### src/hdl/ges_pkg.sv
// Shared types and constants for the graph edge store.
// Used by the channel interfaces, the RAM wrapper's users, the sequencer and the top level.
`default_nettype none

package ges_pkg;

    localparam int NODE_W    = 6;
    localparam int DEG_W     = 7;
    localparam int NODES_DEF = 64;

    // Request opcodes.
    localparam logic ACT_ADD    = 1'b0;
    localparam logic ACT_REMOVE = 1'b1;

    // One word of the per-vertex memory.
    typedef struct packed {
        logic             active;
        logic [DEG_W-1:0] degree;
    } vert_t;

    // Status returned for every request.
    typedef struct packed {
        logic             edge_was_new;
        logic             skipped;
        logic [DEG_W-1:0] degree_a;
        logic             active_a;
    } res_t;

endpackage

`default_nettype wire

### src/hdl/ges_cmd_if.sv
// Request channel of the graph edge store: valid/ready plus the request fields.
// Depends on ges_pkg for the field widths.
`default_nettype none

interface ges_cmd_if
    import ges_pkg::*;
();
    logic              valid;
    logic              ready;
    logic              action;
    logic [NODE_W-1:0] node_a;
    logic [NODE_W-1:0] node_b;

    modport source (output valid, output action, output node_a, output node_b, input ready);
    modport sink   (input valid, input action, input node_a, input node_b, output ready);
endinterface

`default_nettype wire

### src/hdl/ges_sts_if.sv
// Status channel of the graph edge store: valid/ready plus the status fields.
// Depends on ges_pkg for the field widths.
`default_nettype none

interface ges_sts_if
    import ges_pkg::*;
();
    logic             valid;
    logic             ready;
    logic             edge_was_new;
    logic             skipped;
    logic [DEG_W-1:0] degree_a;
    logic             active_a;

    modport source (output valid, output edge_was_new, output skipped, output degree_a,
                    output active_a, input ready);
    modport sink   (input valid, input edge_was_new, input skipped, input degree_a,
                    input active_a, output ready);
endinterface

`default_nettype wire

### src/hdl/ges_ram.sv
// Simple dual-port synchronous RAM: one write port, one read port, registered read data.
// Standalone; no package dependency.
`default_nettype none

module ges_ram #(
    parameter int W = 8,
    parameter int D = 64
) (
    input  logic                 clk,
    input  logic                 we,
    input  logic [$clog2(D)-1:0] waddr,
    input  logic [W-1:0]         wdata,
    input  logic [$clog2(D)-1:0] raddr,
    output logic [W-1:0]         rdata
);

    logic [W-1:0] mem [D];

    always_ff @(posedge clk)
    begin
        if (we)
        begin
            mem[waddr] <= wdata;
        end
        rdata <= mem[raddr];
    end

endmodule

`default_nettype wire

### src/hdl/ges_seq.sv
// Sequencer of the graph edge store: clearing pass, add-edge and remove-vertex
// read-modify-write sequences on the adjacency and vertex memories. Uses ges_pkg.
`default_nettype none

module ges_seq
    import ges_pkg::*;
#(
    parameter int NODES = NODES_DEF
) (
    input  logic                       clk,
    input  logic                       rst_n,
    ges_cmd_if.sink                    cmd,
    output logic [$clog2(NODES)-1:0]   raddr,
    output logic [$clog2(NODES)-1:0]   waddr,
    output logic                       adj_we,
    output logic [NODES-1:0]           adj_wdata,
    input  logic [NODES-1:0]           adj_rdata,
    output logic                       vert_we,
    output vert_t                      vert_wdata,
    input  vert_t                      vert_rdata,
    output logic                       res_valid,
    input  logic                       res_ready,
    output res_t                       res
);

    localparam int AW = $clog2(NODES);
    localparam int IW = (AW > NODE_W) ? AW : NODE_W;
    localparam logic [AW-1:0] LAST = AW'(NODES - 1);

    localparam logic [2:0] S_CLR   = 3'd0;
    localparam logic [2:0] S_IDLE  = 3'd1;
    localparam logic [2:0] S_A1    = 3'd2;
    localparam logic [2:0] S_A2    = 3'd3;
    localparam logic [2:0] S_R1    = 3'd4;
    localparam logic [2:0] S_LOOP  = 3'd5;
    localparam logic [2:0] S_DRAIN = 3'd6;
    localparam logic [2:0] S_DONE  = 3'd7;

    function automatic logic [AW-1:0] to_addr(input logic [NODE_W-1:0] n);
        logic [IW-1:0] e;
        e = IW'(n);
        return e[AW-1:0];
    endfunction

    function automatic logic in_range(input logic [NODE_W-1:0] n);
        logic [IW:0] e;
        e = (IW+1)'(n);
        return e < (IW+1)'(NODES);
    endfunction

    logic [2:0]        state_reg, state_next;
    logic [AW-1:0]     cnt_reg, cnt_next;
    logic              p_vld_reg, p_vld_next;
    logic [AW-1:0]     p_idx_reg, p_idx_next;
    logic [NODE_W-1:0] a_reg, a_next;
    logic [NODE_W-1:0] b_reg, b_next;
    logic [NODES-1:0]  row_v_reg, row_v_next;
    res_t              res_reg, res_next;

    logic [AW-1:0]     a_addr, b_addr;
    logic              a_ok, b_ok;
    logic [NODES-1:0]  a_bit, b_bit;
    logic              add_new;
    logic [DEG_W-1:0]  deg_inc, deg_dec;

    assign a_addr  = to_addr(a_reg);
    assign b_addr  = to_addr(b_reg);
    assign a_ok    = in_range(a_reg);
    assign b_ok    = in_range(b_reg);
    assign a_bit   = NODES'(1) << a_addr;
    assign b_bit   = NODES'(1) << b_addr;
    assign add_new = a_ok && b_ok && !adj_rdata[b_addr];
    assign deg_inc = vert_rdata.degree + DEG_W'(1);
    assign deg_dec = (vert_rdata.degree != '0) ? vert_rdata.degree - DEG_W'(1) : '0;
    assign res     = res_reg;

    always_comb
    begin
        state_next = state_reg;
        cnt_next   = cnt_reg;
        p_vld_next = 1'b0;
        p_idx_next = cnt_reg;
        a_next     = a_reg;
        b_next     = b_reg;
        row_v_next = row_v_reg;
        res_next   = res_reg;
        raddr      = cnt_reg;
        waddr      = cnt_reg;
        adj_we     = 1'b0;
        adj_wdata  = '0;
        vert_we    = 1'b0;
        vert_wdata = '0;
        cmd.ready  = 1'b0;
        res_valid  = 1'b0;

        case (state_reg)
            S_CLR:
            begin
                adj_we   = 1'b1;
                vert_we  = 1'b1;
                cnt_next = cnt_reg + AW'(1);
                if (cnt_reg == LAST)
                begin
                    cnt_next   = '0;
                    state_next = S_IDLE;
                end
            end
            S_IDLE:
            begin
                // The read of node_a is launched on the accepting edge itself.
                cmd.ready = 1'b1;
                raddr     = to_addr(cmd.node_a);
                if (cmd.valid)
                begin
                    a_next     = cmd.node_a;
                    b_next     = cmd.node_b;
                    state_next = (cmd.action == ACT_REMOVE) ? S_R1 : S_A1;
                end
            end
            S_A1:
            begin
                if (add_new)
                begin
                    waddr                 = a_addr;
                    adj_we                = 1'b1;
                    adj_wdata             = adj_rdata | b_bit;
                    vert_we               = 1'b1;
                    vert_wdata.active     = 1'b1;
                    vert_wdata.degree     = deg_inc;
                    raddr                 = b_addr;
                    res_next.edge_was_new = 1'b1;
                    res_next.skipped      = 1'b0;
                    res_next.degree_a     = deg_inc;
                    res_next.active_a     = 1'b1;
                    // A self-loop touches a single row and a single degree.
                    state_next = (a_addr == b_addr) ? S_DONE : S_A2;
                end
                else
                begin
                    res_next.edge_was_new = 1'b0;
                    res_next.skipped      = 1'b0;
                    res_next.degree_a     = a_ok ? vert_rdata.degree : '0;
                    res_next.active_a     = a_ok && vert_rdata.active;
                    state_next            = S_DONE;
                end
            end
            S_A2:
            begin
                waddr             = b_addr;
                adj_we            = 1'b1;
                adj_wdata         = adj_rdata | a_bit;
                vert_we           = 1'b1;
                vert_wdata.active = 1'b1;
                vert_wdata.degree = deg_inc;
                state_next        = S_DONE;
            end
            S_R1:
            begin
                if (a_ok && vert_rdata.active)
                begin
                    // Clear the vertex's own row and word now, then sweep the neighbors.
                    waddr      = a_addr;
                    adj_we     = 1'b1;
                    vert_we    = 1'b1;
                    row_v_next = adj_rdata;
                    res_next   = '0;
                    cnt_next   = '0;
                    state_next = S_LOOP;
                end
                else
                begin
                    res_next.edge_was_new = 1'b0;
                    res_next.skipped      = 1'b1;
                    res_next.degree_a     = a_ok ? vert_rdata.degree : '0;
                    res_next.active_a     = a_ok && vert_rdata.active;
                    state_next            = S_DONE;
                end
            end
            S_LOOP:
            begin
                raddr      = cnt_reg;
                p_vld_next = 1'b1;
                p_idx_next = cnt_reg;
                cnt_next   = cnt_reg + AW'(1);
                if (cnt_reg == LAST)
                begin
                    cnt_next   = '0;
                    state_next = S_DRAIN;
                end
            end
            S_DRAIN:
            begin
                state_next = S_DONE;
            end
            S_DONE:
            begin
                res_valid = 1'b1;
                if (res_ready)
                begin
                    state_next = S_IDLE;
                end
            end
            default:
            begin
                state_next = S_IDLE;
            end
        endcase

        // Write-back half of the neighbor sweep: the row whose read was launched in the cycle
        // before loses its bit for the removed vertex, and the neighbor's degree drops by one.
        if (p_vld_reg)
        begin
            waddr             = p_idx_reg;
            adj_we            = row_v_reg[p_idx_reg];
            adj_wdata         = adj_rdata & ~a_bit;
            vert_we           = row_v_reg[p_idx_reg];
            vert_wdata.degree = deg_dec;
            vert_wdata.active = vert_rdata.active && (deg_dec != '0);
        end
    end

    always_ff @(posedge clk or negedge rst_n)
    begin
        if (!rst_n)
        begin
            state_reg <= S_CLR;
            cnt_reg   <= '0;
            p_vld_reg <= 1'b0;
        end
        else
        begin
            state_reg <= state_next;
            cnt_reg   <= cnt_next;
            p_vld_reg <= p_vld_next;
        end
    end

    always_ff @(posedge clk)
    begin
        p_idx_reg <= p_idx_next;
        a_reg     <= a_next;
        b_reg     <= b_next;
        row_v_reg <= row_v_next;
        res_reg   <= res_next;
    end

    a_sweep_in_removal: assert property (@(posedge clk) disable iff (!rst_n)
        p_vld_reg |-> (state_reg == S_LOOP || state_reg == S_DRAIN))
        else $error("neighbor write-back outside a removal sweep");

    a_res_held: assert property (@(posedge clk) disable iff (!rst_n)
        (res_valid && !res_ready) |=> (res_valid && $stable(res)))
        else $error("pending status changed before it was taken");

    a_new_edge_active: assert property (@(posedge clk) disable iff (!rst_n)
        (state_reg == S_A1 && add_new) |=> (res_reg.active_a && res_reg.edge_was_new))
        else $error("new edge did not report an active endpoint");

    a_removed_cleared: assert property (@(posedge clk) disable iff (!rst_n)
        (state_reg == S_DRAIN) |=>
            (state_reg == S_DONE && res_reg.degree_a == '0 && !res_reg.active_a))
        else $error("removed vertex not reported as cleared");

endmodule

`default_nettype wire

### src/hdl/graph_edge_store_with_degrees.sv
// Graph edge store with vertex degrees: top level with the two memories, the sequencer
// and the status output register. Depends on ges_pkg, ges_cmd_if, ges_sts_if, ges_ram, ges_seq.
//
// Usage:
//   cmd carries requests (action, node_a, node_b) with valid/ready; status returns one
//   result (edge_was_new, skipped, degree_a, active_a) per request, in order.
//   After reset the block runs a clearing pass over every address of both memories;
//   cmd.ready stays low until it finishes. An add-edge request passes from acceptance
//   through S_A1 and S_A2 to S_DONE, where its status is loaded into the output register
//   (S_A2 is left out for a self-loop, a present edge or an out-of-range node).
//   A remove-vertex request on an active vertex clears its own row and word, then the
//   sequencer sweeps every vertex, one read-modify-write per cycle on the adjacency
//   memory and the degree memory, pipelined over their registered read data. A skipped
//   removal goes straight to S_DONE. The next request can be accepted in the cycle
//   after the status is loaded. One request is in work at a time. The output register
//   holds a finished status while status.ready is low; the next request is accepted
//   meanwhile, and its status waits in the sequencer until the output register frees up.
`default_nettype none

module graph_edge_store_with_degrees
    import ges_pkg::*;
#(
    parameter int NODES = NODES_DEF
) (
    input  logic       clk,
    input  logic       rst_n,
    ges_cmd_if.sink    cmd,
    ges_sts_if.source  status
);

    localparam int AW = $clog2(NODES);

    logic [AW-1:0]    raddr;
    logic [AW-1:0]    waddr;
    logic             adj_we;
    logic [NODES-1:0] adj_wdata;
    logic [NODES-1:0] adj_rdata;
    logic             vert_we;
    vert_t            vert_wdata;
    vert_t            vert_rdata;
    logic             res_valid;
    logic             res_ready;
    res_t             res;

    logic             out_valid_reg, out_valid_next;
    res_t             out_reg;

    ges_ram #(
        .W (NODES),
        .D (NODES)
    ) u_adj_ram (
        .clk   (clk),
        .we    (adj_we),
        .waddr (waddr),
        .wdata (adj_wdata),
        .raddr (raddr),
        .rdata (adj_rdata)
    );

    ges_ram #(
        .W ($bits(vert_t)),
        .D (NODES)
    ) u_vert_ram (
        .clk   (clk),
        .we    (vert_we),
        .waddr (waddr),
        .wdata (vert_wdata),
        .raddr (raddr),
        .rdata (vert_rdata)
    );

    ges_seq #(
        .NODES (NODES)
    ) u_seq (
        .clk        (clk),
        .rst_n      (rst_n),
        .cmd        (cmd),
        .raddr      (raddr),
        .waddr      (waddr),
        .adj_we     (adj_we),
        .adj_wdata  (adj_wdata),
        .adj_rdata  (adj_rdata),
        .vert_we    (vert_we),
        .vert_wdata (vert_wdata),
        .vert_rdata (vert_rdata),
        .res_valid  (res_valid),
        .res_ready  (res_ready),
        .res        (res)
    );

    assign res_ready = !out_valid_reg || status.ready;

    always_comb
    begin
        out_valid_next = out_valid_reg;
        if (res_valid && res_ready)
        begin
            out_valid_next = 1'b1;
        end
        else if (status.ready)
        begin
            out_valid_next = 1'b0;
        end
    end

    always_ff @(posedge clk or negedge rst_n)
    begin
        if (!rst_n)
        begin
            out_valid_reg <= 1'b0;
        end
        else
        begin
            out_valid_reg <= out_valid_next;
        end
    end

    always_ff @(posedge clk)
    begin
        if (res_valid && res_ready)
        begin
            out_reg <= res;
        end
    end

    assign status.valid        = out_valid_reg;
    assign status.edge_was_new = out_reg.edge_was_new;
    assign status.skipped      = out_reg.skipped;
    assign status.degree_a     = out_reg.degree_a;
    assign status.active_a     = out_reg.active_a;

endmodule

`default_nettype wire
### src/flat_wrapper.sv
// flat-port wrapper written by rule: the top's interface ports become plain ports
module graph_edge_store_with_degrees_flat import ges_pkg::*;
#(
    parameter int NODES = NODES_DEF
)
  (clk, rst_n, cmd_valid, cmd_action, cmd_node_a, cmd_node_b, cmd_ready, status_valid, status_edge_was_new, status_skipped, status_degree_a, status_active_a, status_ready);
  ges_cmd_if cmd_i ();
  ges_sts_if status_i ();
  input  logic clk;
  input  logic rst_n;
  input wire logic [$bits(cmd_i.valid)-1:0] cmd_valid;
  input wire logic [$bits(cmd_i.action)-1:0] cmd_action;
  input wire logic [$bits(cmd_i.node_a)-1:0] cmd_node_a;
  input wire logic [$bits(cmd_i.node_b)-1:0] cmd_node_b;
  output wire logic [$bits(cmd_i.ready)-1:0] cmd_ready;
  output wire logic [$bits(status_i.valid)-1:0] status_valid;
  output wire logic [$bits(status_i.edge_was_new)-1:0] status_edge_was_new;
  output wire logic [$bits(status_i.skipped)-1:0] status_skipped;
  output wire logic [$bits(status_i.degree_a)-1:0] status_degree_a;
  output wire logic [$bits(status_i.active_a)-1:0] status_active_a;
  input wire logic [$bits(status_i.ready)-1:0] status_ready;
  assign cmd_i.valid = cmd_valid;
  assign cmd_i.action = cmd_action;
  assign cmd_i.node_a = cmd_node_a;
  assign cmd_i.node_b = cmd_node_b;
  assign cmd_ready = cmd_i.ready;
  assign status_valid = status_i.valid;
  assign status_edge_was_new = status_i.edge_was_new;
  assign status_skipped = status_i.skipped;
  assign status_degree_a = status_i.degree_a;
  assign status_active_a = status_i.active_a;
  assign status_i.ready = status_ready;
  graph_edge_store_with_degrees #(.NODES(NODES)) u_core (.clk(clk), .rst_n(rst_n), .cmd(cmd_i), .status(status_i));
endmodule
### config.mk
export PLATFORM = sky130hd
export DESIGN_NAME = graph_edge_store_with_degrees_flat
export DESIGN_NICKNAME = d
export VERILOG_FILES = /design/src/hdl/ges_pkg.sv /design/src/hdl/ges_cmd_if.sv /design/src/hdl/ges_sts_if.sv /design/src/hdl/ges_ram.sv /design/src/hdl/ges_seq.sv /design/src/hdl/graph_edge_store_with_degrees.sv /design/src/flat_wrapper.sv
export SDC_FILE = /design/constraint.sdc
export NUM_CORES = 2
export LEC_CHECK = 0
export ABC_CLOCK_PERIOD_IN_PS = 9650
export BUFFER_PORTS_ARGS = -buffer_cell sky130_fd_sc_hd__buf_4
export CAP_MARGIN = 40
export CORE_MARGIN = 3
export CORE_UTILIZATION = 49
export CTS_CLUSTER_DIAMETER = 100
export DETAILED_ROUTE_END_ITERATION = 12
export SYNTH_ARGS = -nofsm -noshare
export SYNTH_HDL_FRONTEND = slang
export SYNTH_MEMORY_MAX_BITS = 65536
export SYNTH_SLANG_ARGS = --single-unit
### constraint.sdc
create_clock -name clk -period 9.65 [get_ports clk]
set_input_delay 1.93 -clock clk [delete_from_list [all_inputs] [get_ports clk]]
set_output_delay 1.93 -clock clk [all_outputs]
set_load 0.02 [all_outputs]
==> flow_metrics.tcl <==
set metrics [dict create \
    status "finished clean" \
    die_w_um 623 \
    grt_usage_pct 29.2 \
    setup_viol 0 \
    final_cell_mix "edfxtp_1, nand2_1, mux4_2, nand3_1, and3_1" \
    slew_headroom_pct 30.1 \
    antenna_found_initial 26 \
    top_register "u_core.u_adj_ram.mem" \
    cp_cell_sequence "buf_4, nor3b_1, a221oi_1, and3_1, or2_2, o21ai_1, nand2b_1, a221o_1, mux2i_1, and2_1, nand2_1, nor2_4, buf_4, buf_4" \
    hold_viol 0 \
    dp.cells 16100 \
    io-pin-count 29 \
    holdBufCountCts 0 \
    core_area_um2 379000 \
    die_area_um2 389000 \
    crit_path_top_delay_cell "edfxtp_1" \
    cts_buffer_depth 4 \
    cts_resized 0 \
    vias_per_cell 6.49 \
    synth_compound_area_share_pct 5.82 \
    nets 11600 \
    drc 0 \
    synth_enable_flop_cells 4704 \
    ys.flop_type "edfxtp_1" \
    synth_top_area_share_pct 75.6 \
    fin_util_pct 55.8 \
    dp_hpwl_um 320000 \
    syn_inst 11400 \
    grt_start_max_net_pins 160 \
    largest_register_ffs 4096 \
    power_density_nw_per_um2 356 \
    min_path_type "register to register" \
    worst_pin_slew_ns 1.05 \
    grt_pass1_vias 106000 \
    finalCriticalPeriod_ns 6.95 \
    wire_per_inst_um 34.0 \
    crit_type "register to register" \
    drive_gt1_share_pct 15.4 \
    cts_tree "done" \
    place_area_um2 196000 \
    fin_area_um2 211000 \
    fin_tns_setup_ns 0 \
    cp_top_family "simple AND/OR/NAND/NOR gates" \
    endpoint_kind "register" \
    cap_violations 0 \
    initial_core_util_pct 49.2 \
    syn_area_per_cell_um2 16.4 \
    post_cts_buffers 0 \
    synth_top_cell_by_area "edfxtp_1" \
    fin_total_pwr_mw 75.2 \
    drt_iter0_markers 15400 \
    grt_first_pass_wirelength_um 811000 \
    async_flop_share_pct 0.230 \
    ys_ff_latch 4793 \
    crit_path_max_fanout 39 \
    io_buffers 28 \
    clk_pin_slew_worst_paths_ns 0.06 \
    synth_warnings 0 \
    h-tree-depth 5 \
    synthMuxAreaShare_pct 6.75 \
    start_kind "register" \
    place.gp.congestion 0.935 \
    firstDrtPassIters 6 \
    worst_path_most_repeated_cell "buf_4" \
    drt-total-wl_um 577000 \
    period_share_pct 72.1 \
    final_common_cell "edfxtp_1" \
    vias 110000 \
    worst-path-buf-inv 3 \
    fillers 29000 \
    fin_cells 17000 \
    yosys.area_share.simple_pct 8.94 \
    area_growth_pct 13.2 \
    holdWs_ns 0.425 \
    layout_top_registers "u_core.u_adj_ram.mem x4096, u_core.u_vert_ram.mem x512" \
    clock_latency_ns 1.02 \
    rsz0062_at_grt "false" \
    ant_nets 0 \
    syn_area_um2 187000 \
    ys_seq_area_share_pct 76.6 \
    synthXorXnorAreaFrac_pct 0.0563 \
    drv_slew 0 \
    ir_drop_mv 0.453 \
    cts-root-buf "clkbuf_16" \
    die_h_um 623 \
    num_rows 226 \
    synth.area.top_cells "edfxtp_1, mux4_2, nand2_1, and3_1, nand3_1" \
    crit_arrival_ns 7.57 \
    required_ns 10.26 \
    setup_slack_ns 2.70 \
    cts_buffers 476 \
    yosys.area_share.adder_pct 0.0335 \
    yosysUniqueCellTypes 76 \
    synth_top_family_by_area "simple AND/OR/NAND/NOR gates" \
    cellLeakagePower_nw 68.8 \
    max_stage_delay_ns 0.81 \
    overflow 0 \
    syn-num-nets 11400 \
    fin_skew_ns 0.0828 \
    tritoncts_num_sinks 4793 \
    dp_slack_ns 2.70 \
    maxClockFrequency_mhz 144 \
]
## layer usage
layer  share of wire (%)  vias to the layer above  GRT usage [%]
met5              0.0066                        -              0
met4                 4.8                        6           12.4
met3                  10                     1149           5.51
met2                  46                     6389           45.2
met1                  39                    57500           41.1
li1                    -                    45300              -
## report_power, final
part	internal, mW	switching [mW]
logic	9.52	20.3
registers	26.3	0.869
clock network	10.3	7.92
## worst register-to-register path, cell delays in order (launching register included)
cell	delay, ns
edfxtp_1	0.81
buf_4	0.37
nor3b_1	0.48
a221oi_1	0.17
and3_1	0.25
or2_2	0.40
o21ai_1	0.79
nand2b_1	0.28
a221o_1	0.39
mux2i_1	0.30
and2_1	0.20
nand2_1	0.40
nor2_4	0.24
buf_4	0.66
buf_4	0.73
## cells in the mapped netlist (9+ instances only)
master / n
a31oi_1: 370
a211oi_1: 128
a32o_1: 9
nor3_1: 27
buf_1: 26
nand3_1: 530
o21a_1: 64
mux2i_1: 22
mux4_2: 545
xor2_1: 9
buf_2: 197
and3_1: 517
nand2b_1: 11
clkbuf_1: 512
and2_1: 12
a311oi_1: 125
dfxtp_1: 78
nor2b_1: 14
o21ai_0: 90
a21oi_1: 24
o211ai_1: 75
nor2_1: 182
a22oi_1: 265
a221oi_1: 190
o22ai_1: 10
dfrtp_1: 11
and4_1: 63
nand4_1: 10
inv_1: 12
buf_4: 15
o221ai_1: 63
nand2_1: 2356
edfxtp_1: 4704
buf_6: 13
## path summary, 6_finish.rpt
path	startpoint	to	slack, ns	cells past startpoint
setup / recovery	u_core.u_seq.b_addr[1]$_DFFE_PP_	u_core.u_adj_ram.mem[46][25]$_DFFE_PP_	2.70	14
hold / removal	u_core.u_seq.res[4]$_DFFE_PP_	u_core.status.degree_a[3]$_DFFE_PP_	0.43	0
max in group asynchronous	rst_n	u_core.u_seq.state_reg[1]$_DFFE_PN0P_	8.67	1
setup reg to reg	u_core.u_seq.b_addr[1]$_DFFE_PP_	u_core.u_adj_ram.mem[46][25]$_DFFE_PP_	2.70	14
min in group asynchronous	rst_n	u_core.u_seq.cnt_reg[4]$_DFFE_PN0P_	0.77	1
hold reg to reg	u_core.u_seq.res[4]$_DFFE_PP_	u_core.status.degree_a[3]$_DFFE_PP_	0.43	0
## layout make-up
class,count,area [um2],area share (%)
flip-flops and latches,4793,143000,67.7
well taps,5016,6280,2.97
clock inverters,259,2560,1.21
multi-input cells,5819,41800,19.8
diodes,16,40.0,0.0189
inverters,14,52.6,0.0249
repair buffers,445,4820,2.28
clock buffers,637,12800,6.07
## kinds of logic after synthesis
kind of cell,count (synthesis)
AOI/OAI and AO/OA,1469
muxes,576
and+or+nand+nor,3757
adders and majority gates,5
buffers and inverters,778
DFF,4793
xor gates and xnor gates,12
(Power assumes the default switching activity.)
